[src/rtl/core/kvi_pkg.sv]
`timescale 1ns / 1ps
`default_nettype none
// ----------------------------------------------------------------------------
// Keyframe vector interpolator package
// Shared constants, payload words, controller states and command/status types.
// ----------------------------------------------------------------------------
package kvi_pkg;

  localparam int KVI_MAX_KEYS = 64;
  localparam int COUNT_W      = 7;
  localparam int FRAC_BITS    = 16;
  localparam int DIV_STEPS    = FRAC_BITS;
  localparam int STEP_W       = $clog2(DIV_STEPS);

  localparam logic FUNC_LOAD  = 1'b0;
  localparam logic FUNC_QUERY = 1'b1;

  typedef struct packed {
    logic               func;
    logic [5:0]         key_index;
    logic [31:0]        key_time;
    logic signed [31:0] key_x;
    logic signed [31:0] key_y;
    logic signed [31:0] key_z;
    logic [31:0]        query_time;
  } kvi_in_t;

  typedef struct packed {
    logic signed [31:0] out_x;
    logic signed [31:0] out_y;
    logic signed [31:0] out_z;
    logic               zero_interval;
  } kvi_out_t;

  // One table entry as it sits in the key memory
  typedef struct packed {
    logic [31:0]        key_time;
    logic signed [31:0] key_x;
    logic signed [31:0] key_y;
    logic signed [31:0] key_z;
  } kvi_key_t;

  localparam int KEY_W = $bits(kvi_key_t);

  typedef enum logic [3:0] {
    ST_IDLE,
    ST_RD_HI,
    ST_CMP_HI,
    ST_RD_LO,
    ST_CAP_LO,
    ST_SETUP,
    ST_DIV,
    ST_MUL,
    ST_ACC,
    ST_DONE
  } kvi_state_e;

  typedef enum logic [1:0] {
    COMP_X,
    COMP_Y,
    COMP_Z
  } kvi_comp_e;

  typedef struct packed {
    logic      load_we;
    logic      cap_query;
    logic      cap_hi;
    logic      cap_lo;
    logic      div_init;
    logic      single;
    logic      div_step;
    logic      mul_go;
    logic      acc_go;
    logic      out_load;
    kvi_comp_e comp;
  } kvi_cmd_t;

  typedef struct packed {
    logic q_lt_t;
  } kvi_sts_t;

endpackage
`default_nettype wire

[src/rtl/core/kvi_ctrl.sv]
`timescale 1ns / 1ps
`default_nettype none
// ----------------------------------------------------------------------------
// Keyframe interpolator controller
// Sequences the key search, divide and mix, and owns the key count register
// and the output word handshake.
// ----------------------------------------------------------------------------
module kvi_ctrl
  import kvi_pkg::*;
#(
  parameter int MAX_KEYS = KVI_MAX_KEYS
) (
  input  wire logic                        clk_i,
  input  wire logic                        rst_ni,
  input  wire logic                        in_valid_i,
  input  wire logic                        in_func_i,
  output logic                             in_stall_o,
  output logic                             out_valid_o,
  input  wire logic                        out_stall_i,
  input  wire logic                        cfg_we_i,
  input  wire logic [COUNT_W-1:0]          cfg_wdata_i,
  output kvi_cmd_t                         cmd_o,
  input  wire kvi_sts_t                    sts_i,
  output logic [$clog2(MAX_KEYS)-1:0]      rd_addr_o
);

  localparam int IW = $clog2(MAX_KEYS);

  kvi_state_e         state_q, state_d;
  logic [IW-1:0]      idx_q, idx_d;
  logic [STEP_W-1:0]  step_q, step_d;
  kvi_comp_e          comp_q, comp_d;
  logic               single_q, single_d;
  logic [COUNT_W-1:0] count_q;
  logic               out_valid_q, out_valid_d;

  logic          in_accept;
  logic          out_free;
  logic [31:0]   last_w;
  logic [IW-1:0] last_idx;
  logic [IW-1:0] idx_inc;
  logic          hit;

  assign in_accept = in_valid_i && (state_q == ST_IDLE);
  assign out_free  = !out_valid_q || !out_stall_i;
  assign idx_inc   = idx_q + 1'b1;
  assign hit       = sts_i.q_lt_t || (idx_inc == last_idx);

  // Clamp the key count to the table: zero counts as one key
  always_comb begin
    if (count_q == '0) begin
      last_w = '0;
    end else if (32'(count_q) > 32'(MAX_KEYS)) begin
      last_w = 32'(MAX_KEYS - 1);
    end else begin
      last_w = 32'(count_q) - 32'd1;
    end
  end
  assign last_idx = last_w[IW-1:0];

  // Next state
  always_comb begin
    state_d = state_q;
    case (state_q)
      ST_IDLE: begin
        if (in_accept && (in_func_i == FUNC_QUERY)) begin
          state_d = (last_idx == '0) ? ST_RD_LO : ST_RD_HI;
        end
      end
      ST_RD_HI:  state_d = ST_CMP_HI;
      ST_CMP_HI: state_d = hit ? ST_RD_LO : ST_RD_HI;
      ST_RD_LO:  state_d = ST_CAP_LO;
      ST_CAP_LO: state_d = ST_SETUP;
      ST_SETUP:  state_d = ST_DIV;
      ST_DIV: begin
        if (step_q == STEP_W'(DIV_STEPS - 1)) begin
          state_d = ST_MUL;
        end
      end
      ST_MUL:    state_d = ST_ACC;
      ST_ACC:    state_d = (comp_q == COMP_Z) ? ST_DONE : ST_MUL;
      ST_DONE: begin
        if (out_free) begin
          state_d = ST_IDLE;
        end
      end
      default:   state_d = ST_IDLE;
    endcase
  end

  // Commands and counters
  always_comb begin
    cmd_o       = '0;
    cmd_o.comp  = comp_q;
    idx_d       = idx_q;
    step_d      = step_q;
    comp_d      = comp_q;
    single_d    = single_q;
    rd_addr_o   = idx_q;
    out_valid_d = out_valid_q && out_stall_i;
    case (state_q)
      ST_IDLE: begin
        if (in_accept) begin
          if (in_func_i == FUNC_LOAD) begin
            cmd_o.load_we = 1'b1;
          end else begin
            cmd_o.cap_query = 1'b1;
            idx_d           = '0;
            single_d        = last_idx == '0;
          end
        end
      end
      ST_RD_HI: begin
        rd_addr_o = idx_inc;
      end
      ST_CMP_HI: begin
        // the word read holds entry idx+1, the candidate later key
        if (hit) begin
          cmd_o.cap_hi = 1'b1;
        end else begin
          idx_d = idx_inc;
        end
      end
      ST_RD_LO: begin
        rd_addr_o = idx_q;
      end
      ST_CAP_LO: begin
        cmd_o.cap_lo = 1'b1;
        cmd_o.cap_hi = single_q;
      end
      ST_SETUP: begin
        cmd_o.div_init = 1'b1;
        cmd_o.single   = single_q;
        step_d         = '0;
      end
      ST_DIV: begin
        cmd_o.div_step = 1'b1;
        step_d         = step_q + 1'b1;
        comp_d         = COMP_X;
      end
      ST_MUL: begin
        cmd_o.mul_go = 1'b1;
      end
      ST_ACC: begin
        cmd_o.acc_go = 1'b1;
        case (comp_q)
          COMP_X:  comp_d = COMP_Y;
          COMP_Y:  comp_d = COMP_Z;
          default: comp_d = COMP_X;
        endcase
      end
      ST_DONE: begin
        if (out_free) begin
          cmd_o.out_load = 1'b1;
          out_valid_d    = 1'b1;
        end
      end
      default: begin
        cmd_o = '0;
      end
    endcase
  end

  always_ff @(posedge clk_i or negedge rst_ni) begin
    if (!rst_ni) begin
      state_q     <= ST_IDLE;
      idx_q       <= '0;
      step_q      <= '0;
      comp_q      <= COMP_X;
      single_q    <= 1'b0;
      count_q     <= COUNT_W'(1);
      out_valid_q <= 1'b0;
    end else begin
      state_q     <= state_d;
      idx_q       <= idx_d;
      step_q      <= step_d;
      comp_q      <= comp_d;
      single_q    <= single_d;
      out_valid_q <= out_valid_d;
      if (cfg_we_i) begin
        count_q <= cfg_wdata_i;
      end
    end
  end

  assign in_stall_o  = state_q != ST_IDLE;
  assign out_valid_o = out_valid_q;

  // The search never reads past the last valid key
  a_search_in_range: assert property (@(posedge clk_i) disable iff (!rst_ni)
    (state_q == ST_CMP_HI) |-> (idx_q < last_idx))
    else $error("key search ran past the last key");

  a_single_no_search: assert property (@(posedge clk_i) disable iff (!rst_ni)
    (state_q == ST_RD_HI) |-> !single_q)
    else $error("search started with a single key");

  a_out_load_free: assert property (@(posedge clk_i) disable iff (!rst_ni)
    cmd_o.out_load |-> (!out_valid_q || !out_stall_i))
    else $error("output word overwritten while stalled");

  a_query_leaves_idle: assert property (@(posedge clk_i) disable iff (!rst_ni)
    (in_accept && (in_func_i == FUNC_QUERY)) |=> (state_q != ST_IDLE))
    else $error("query accepted but controller stayed idle");

endmodule
`default_nettype wire

[config.mk]
export PLATFORM = sky130hd
export DESIGN_NAME = kvi_ctrl
export DESIGN_NICKNAME = d
export VERILOG_FILES = /design/src/rtl/core/kvi_pkg.sv /design/src/rtl/core/kvi_ctrl.sv
export SDC_FILE = /design/constraint.sdc
export NUM_CORES = 1
export LEC_CHECK = 0
export BUFFER_PORTS_ARGS = -buffer_cell sky130_fd_sc_hd__buf_2
export CORE_ASPECT_RATIO = 0.75
export CORE_MARGIN = 1
export CORE_UTILIZATION = 62
export CTS_BUF_LIST = sky130_fd_sc_hd__clkbuf_8
export CTS_CLUSTER_DIAMETER = 120
export CTS_CLUSTER_SIZE = 25
export DETAILED_ROUTE_END_ITERATION = 6
export HOLD_SLACK_MARGIN = 0.1
export PLACE_DENSITY = 0.87
export SLEW_MARGIN = 20
export SYNTH_ARGS = -nofsm -noshare
export SYNTH_HDL_FRONTEND = slang
export SYNTH_SLANG_ARGS = --single-unit
[constraint.sdc]
create_clock -name clk_i -period 5.16 [get_ports clk_i]
set_clock_uncertainty 0.1 [all_clocks]
set_input_delay 1.032 -clock clk_i [delete_from_list [all_inputs] [get_ports clk_i]]
set_output_delay 1.032 -clock clk_i [all_outputs]
set_load 0.02 [all_outputs]
# == After elaboration in Yosys (flattened, before gate mapping) ==
# Cells that the tools add are included.
# Widths: inputs -> output; s select.
# op_classes
reduce_logical,19
muxes,33
addsub,3
magnitude_cmp,1
n_eq_ne,19
# ops
cell,count
$pmux 4 s10,1
$mux 6,6
$eq 4x3->1 const B,4
$mux 4,4
$eq 4x4->1 const B,3
$mux 2,6
$pmux 6 s2,1
$mux 1,11
$ne 2x2->1 const B,5
$reduce_or 10->1,1
$eq 4x2->1 const B,2
$pmux 2 s2,2
$pmux 4 s2,1
$gt 7x7->1 const B,1
$logic_not 7->1,1
$add 6x1->6 const B,1
$eq 6x6->1,1
$logic_not 6->1,1
$reduce_and 3->1,2
$reduce_bool 2->1,3
$sub 6x1->6 const B,1
$add 4x1->4 const B,1
$eq 4x1->1 const B,1
$logic_not 4->1,1
other kinds (10),14
# totals
output_inout_bits,20
regBits,25
elab_cells,82
input_bits,14

# == Longest topological paths before layout ==
# logic_depth
depth_word,7
mapped_depth,10
depth_no_buf,10

# == Worst setup path after synthesis ==
# No wires, ideal clock.
# synth_path
path_type,register to output
start,reg count_q[0]
end,out cmd_o[9] (netlist bit)
arrival_ps,2374
stages_incl_launch_ff,11
path_buffers,0
t_required_ps,4028
path_slack_ps,1654
path_cell_list,dfstp_2 inv_1 ha_1 nand2b_1 a21oi_1 or3b_1 a31o_2 o311a_1 o31ai_1 and2_1 a21o_1
# synth_rtl
item,line_no,rtl
"start, declared",kvi_ctrl.sv:34,logic [COUNT_W-1:0] count_q;
"start signal, assigned",kvi_ctrl.sv:181,count_q <= cfg_wdata_i;
"end, declared",kvi_ctrl.sv:22,"output kvi_cmd_t cmd_o,"

==> impl_metrics.env <==
export IMPL_status="finished clean"
export IMPL_multi_input_area_um2=1190
export IMPL_start_util_pct=65.0
export IMPL_p_per_area_nw_per_um2=434
export IMPL_fillers=233
export IMPL_wl_per_cell_um=14.6
export IMPL_synth_edf_count=0
export IMPL_dp_hpwl_mm=3.14
export IMPL_drc=0
export IMPL_instances_no_fill=291
export IMPL_syn_avg_cell_area_um2=8.41
export IMPL_clkTransAtPathRegs_ns=0.09
export IMPL_crit_required_ns=4.03
export IMPL_io_buffer_count=33
export IMPL_die_area_um2=3310
export IMPL_detail_route_vias_per_cell=6.05
export IMPL_final_cell_mix="33 x buf_2, 24 x dfrtp_1, 23 x nand2_1, 23 x o21ai_0, 17 x nor2_1"
export IMPL_synth_cell_types=53
export IMPL_htree_num_levels=1
export IMPL_grt_pass1_wl_mm=7.26
export IMPL_critPathLaunchType="flop"
export IMPL_slew_violations=0
export IMPL_ys_warnings_count=0
export IMPL_diodes=0
export IMPL_final_seq_area_um2=627
export IMPL_final_common_cell="buf_2"
export IMPL_cts_sinks=25
export IMPL_layout_nets=272
export IMPL_synth_cells=227
export IMPL_postRouteAntennaNets=0
export IMPL_hold_viol_final=0
export IMPL_overflow=0
export IMPL_syn_num_nets=245
export IMPL_cts_setup_buffers=0
export IMPL_track_usage_pct=29.0
export IMPL_max_freq_mhz=240
export IMPL_die_h_um=50.0
export IMPL_core_area_um2=2940
export IMPL_min_delay_path_class="flop to flop"
export IMPL_critical_path_class="flop to primary output"
export IMPL_crit_fanout=6
export IMPL_finalSetupViolCount=0
export IMPL_synthArstFlopShare_pct=100
export IMPL_ctsHoldBuffers=0
export IMPL_antenna_found_initial=0
export IMPL_rows=17
export IMPL_dr_pass1_iters=6
export IMPL_worst_pin_slew_ns=0.883
export IMPL_gp_congestion=0.868
export IMPL_yosysSeqAreaShare_pct=32.9
export IMPL_period_minus_slack_ns=4.16
export IMPL_rsz0062_at_grt="false"
export IMPL_finalCritPeriodShare_pct=80.6
export IMPL_slew_headroom_pct=40.3
export IMPL_p_leak_nw=0.950
export IMPL_final_util_pct=72.0
export IMPL_dr_first_iter_drc_count=133
export IMPL_dieWidth_um=66.1
export IMPL_via_count=1761
export IMPL_max_cap_violations=0
export IMPL_wl_mm=4.26
export IMPL_cts_tree="done"
export IMPL_vdd_drop_max_mv=0.260
export IMPL_grt_pass1_vias=1576
export IMPL_worstSkewPairLatency_ns=0.27
export IMPL_cts_resized=0
export IMPL_synth_seq_cells=25
export IMPL_ios=34
export IMPL_synthToLayoutAreaGrowth_pct=10.7
export IMPL_end_kind="primary output"
export IMPL_dp_cells=287
export IMPL_tns_ns=0
export IMPL_arrival_ns=3.03
export IMPL_cts_path_max_buffers=2
export IMPL_synth_top_flop_cell="dfrtp_1"
export IMPL_clockRootBuffer="clkbuf_8"
export IMPL_drive_gt1_share_pct=20.9
export IMPL_synthesis_area_um2=1910
export IMPL_cts_made_buffers=3
export IMPL_grt_max_degree=26
state kept, by name, indices dropped and copies added, names as in the netlist:
name	count
single_q	1
out_valid_o	1
state_q	4
comp_q	2
count_q	7
idx_q	6
step_q	4
area by class of cell:
type | instances | area share [%]
well taps | 38 | 2.25
clock buffers | 3 | 1.95
repair buffers | 33 | 7.82
clock inverters | 1 | 0.178
multi-input cells | 181 | 56.3
flip-flops and latches | 25 | 29.7
inverters | 10 | 1.78
through the flow:
stage	setup WS (ns)	cell area, um^2	power (mW)	hold WS [ns]
floorplan	1.65	1910	0.691	0.351
global placement	1.47	2070	0.788	0.380
detailed placement	1.31	2070	0.798	0.383
CTS	1.01	2110	0.914	0.400
global route	0.718	2110	0.984	0.433
finish	1.00	2110	0.917	0.401
logic make-up (layout without fill, tap and decap cells):
group                    Yosys count  count (layout)  share of synthesized area (%)
AO/OA/AOI/OAI                     63              63                           23.3
XOR/XNOR                          13              13                           5.97
adder cells (fa/ha/maj)            4               4                           2.62
buffers and inverters             21              47                           4.79
flip-flops                        25              25                           32.9
multiplexers                       5               5                           2.95
AND/OR/NAND/NOR                   96              96                           27.5
worst max-delay path, cell delays in order (launching register included):
cell and delay, ns:
dfstp_2 0.58, inv_1 0.08, ha_1 0.27, nor3b_2 0.20
xnor2_1 0.24, nor4b_1 0.28, o211ai_1 0.12, o311a_1 0.17
o31ai_1 0.37, and2_1 0.22, a21o_1 0.09, buf_2 0.16
cell usage after synthesis (2+ instances only):
library cell	number	area [um^2]
a211o_1	2	17.5
a21o_1	2	15.0
a21oi_1	7	35.0
a31oi_1	3	18.8
a32o_1	2	20.0
a32oi_1	2	17.5
and2_1	8	50.1
and3_1	2	12.5
buf_2	4	20.0
clkbuf_1	6	22.5
dfrtp_1	24	601
ha_1	4	50.1
inv_1	10	37.5
mux2_2	5	56.3
nand2_1	23	86.3
nand2b_1	9	56.3
nand3_1	9	45.0
nand4_1	2	12.5
nor2_1	17	63.8
nor2b_1	4	25.0
nor3_1	4	20.0
nor4_1	2	12.5
nor4b_1	4	35.0
o21a_1	2	15.0
o21ai_0	23	115
o21ai_1	4	20.0
o22ai_1	2	12.5
o31ai_1	2	15.0
o32ai_1	2	17.5
or3_1	2	12.5
or3_4	2	22.5
xnor2_1	9	78.8
xor2_1	4	35.0
path summary, 6_finish.rpt:
check,start,end,slack [ns],cells past startpoint
setup reg to reg,count_q[0]$_DFFE_PN1P_,idx_q[5]$_DFFE_PN0P_,2.31,10
max in group asynchronous,rst_ni,count_q[0]$_DFFE_PN1P_,3.93,1
hold / removal,step_q[3]$_DFFE_PN0P_,step_q[3]$_DFFE_PN0P_,0.40,1
hold reg to reg,step_q[3]$_DFFE_PN0P_,step_q[3]$_DFFE_PN0P_,0.40,1
setup / recovery,count_q[0]$_DFFE_PN1P_,cmd_o[9],1.00,11
min in group asynchronous,rst_ni,idx_q[4]$_DFFE_PN0P_,0.64,1
per-layer routing:
layer  part of all wire (%)  wire length [um]  vias to the layer above  global-route usage (%)
li1                       -                 -                      868                       -
met1                     47              1980                      819                    41.1
met2                     46              1970                       69                    45.2
met3                    6.5               279                        5                    5.56
met4                   0.80                34                        0                    7.09
met5                      0                 0                        -                       0
power breakdown:
part	internal, mW	switching (mW)	total [mW]
Clock	0.0533	0.0599	0.113
Combinational	0.195	0.266	0.462
Sequential	0.243	0.0994	0.342
No activity file was read; power rests on OpenSTA's default activity.
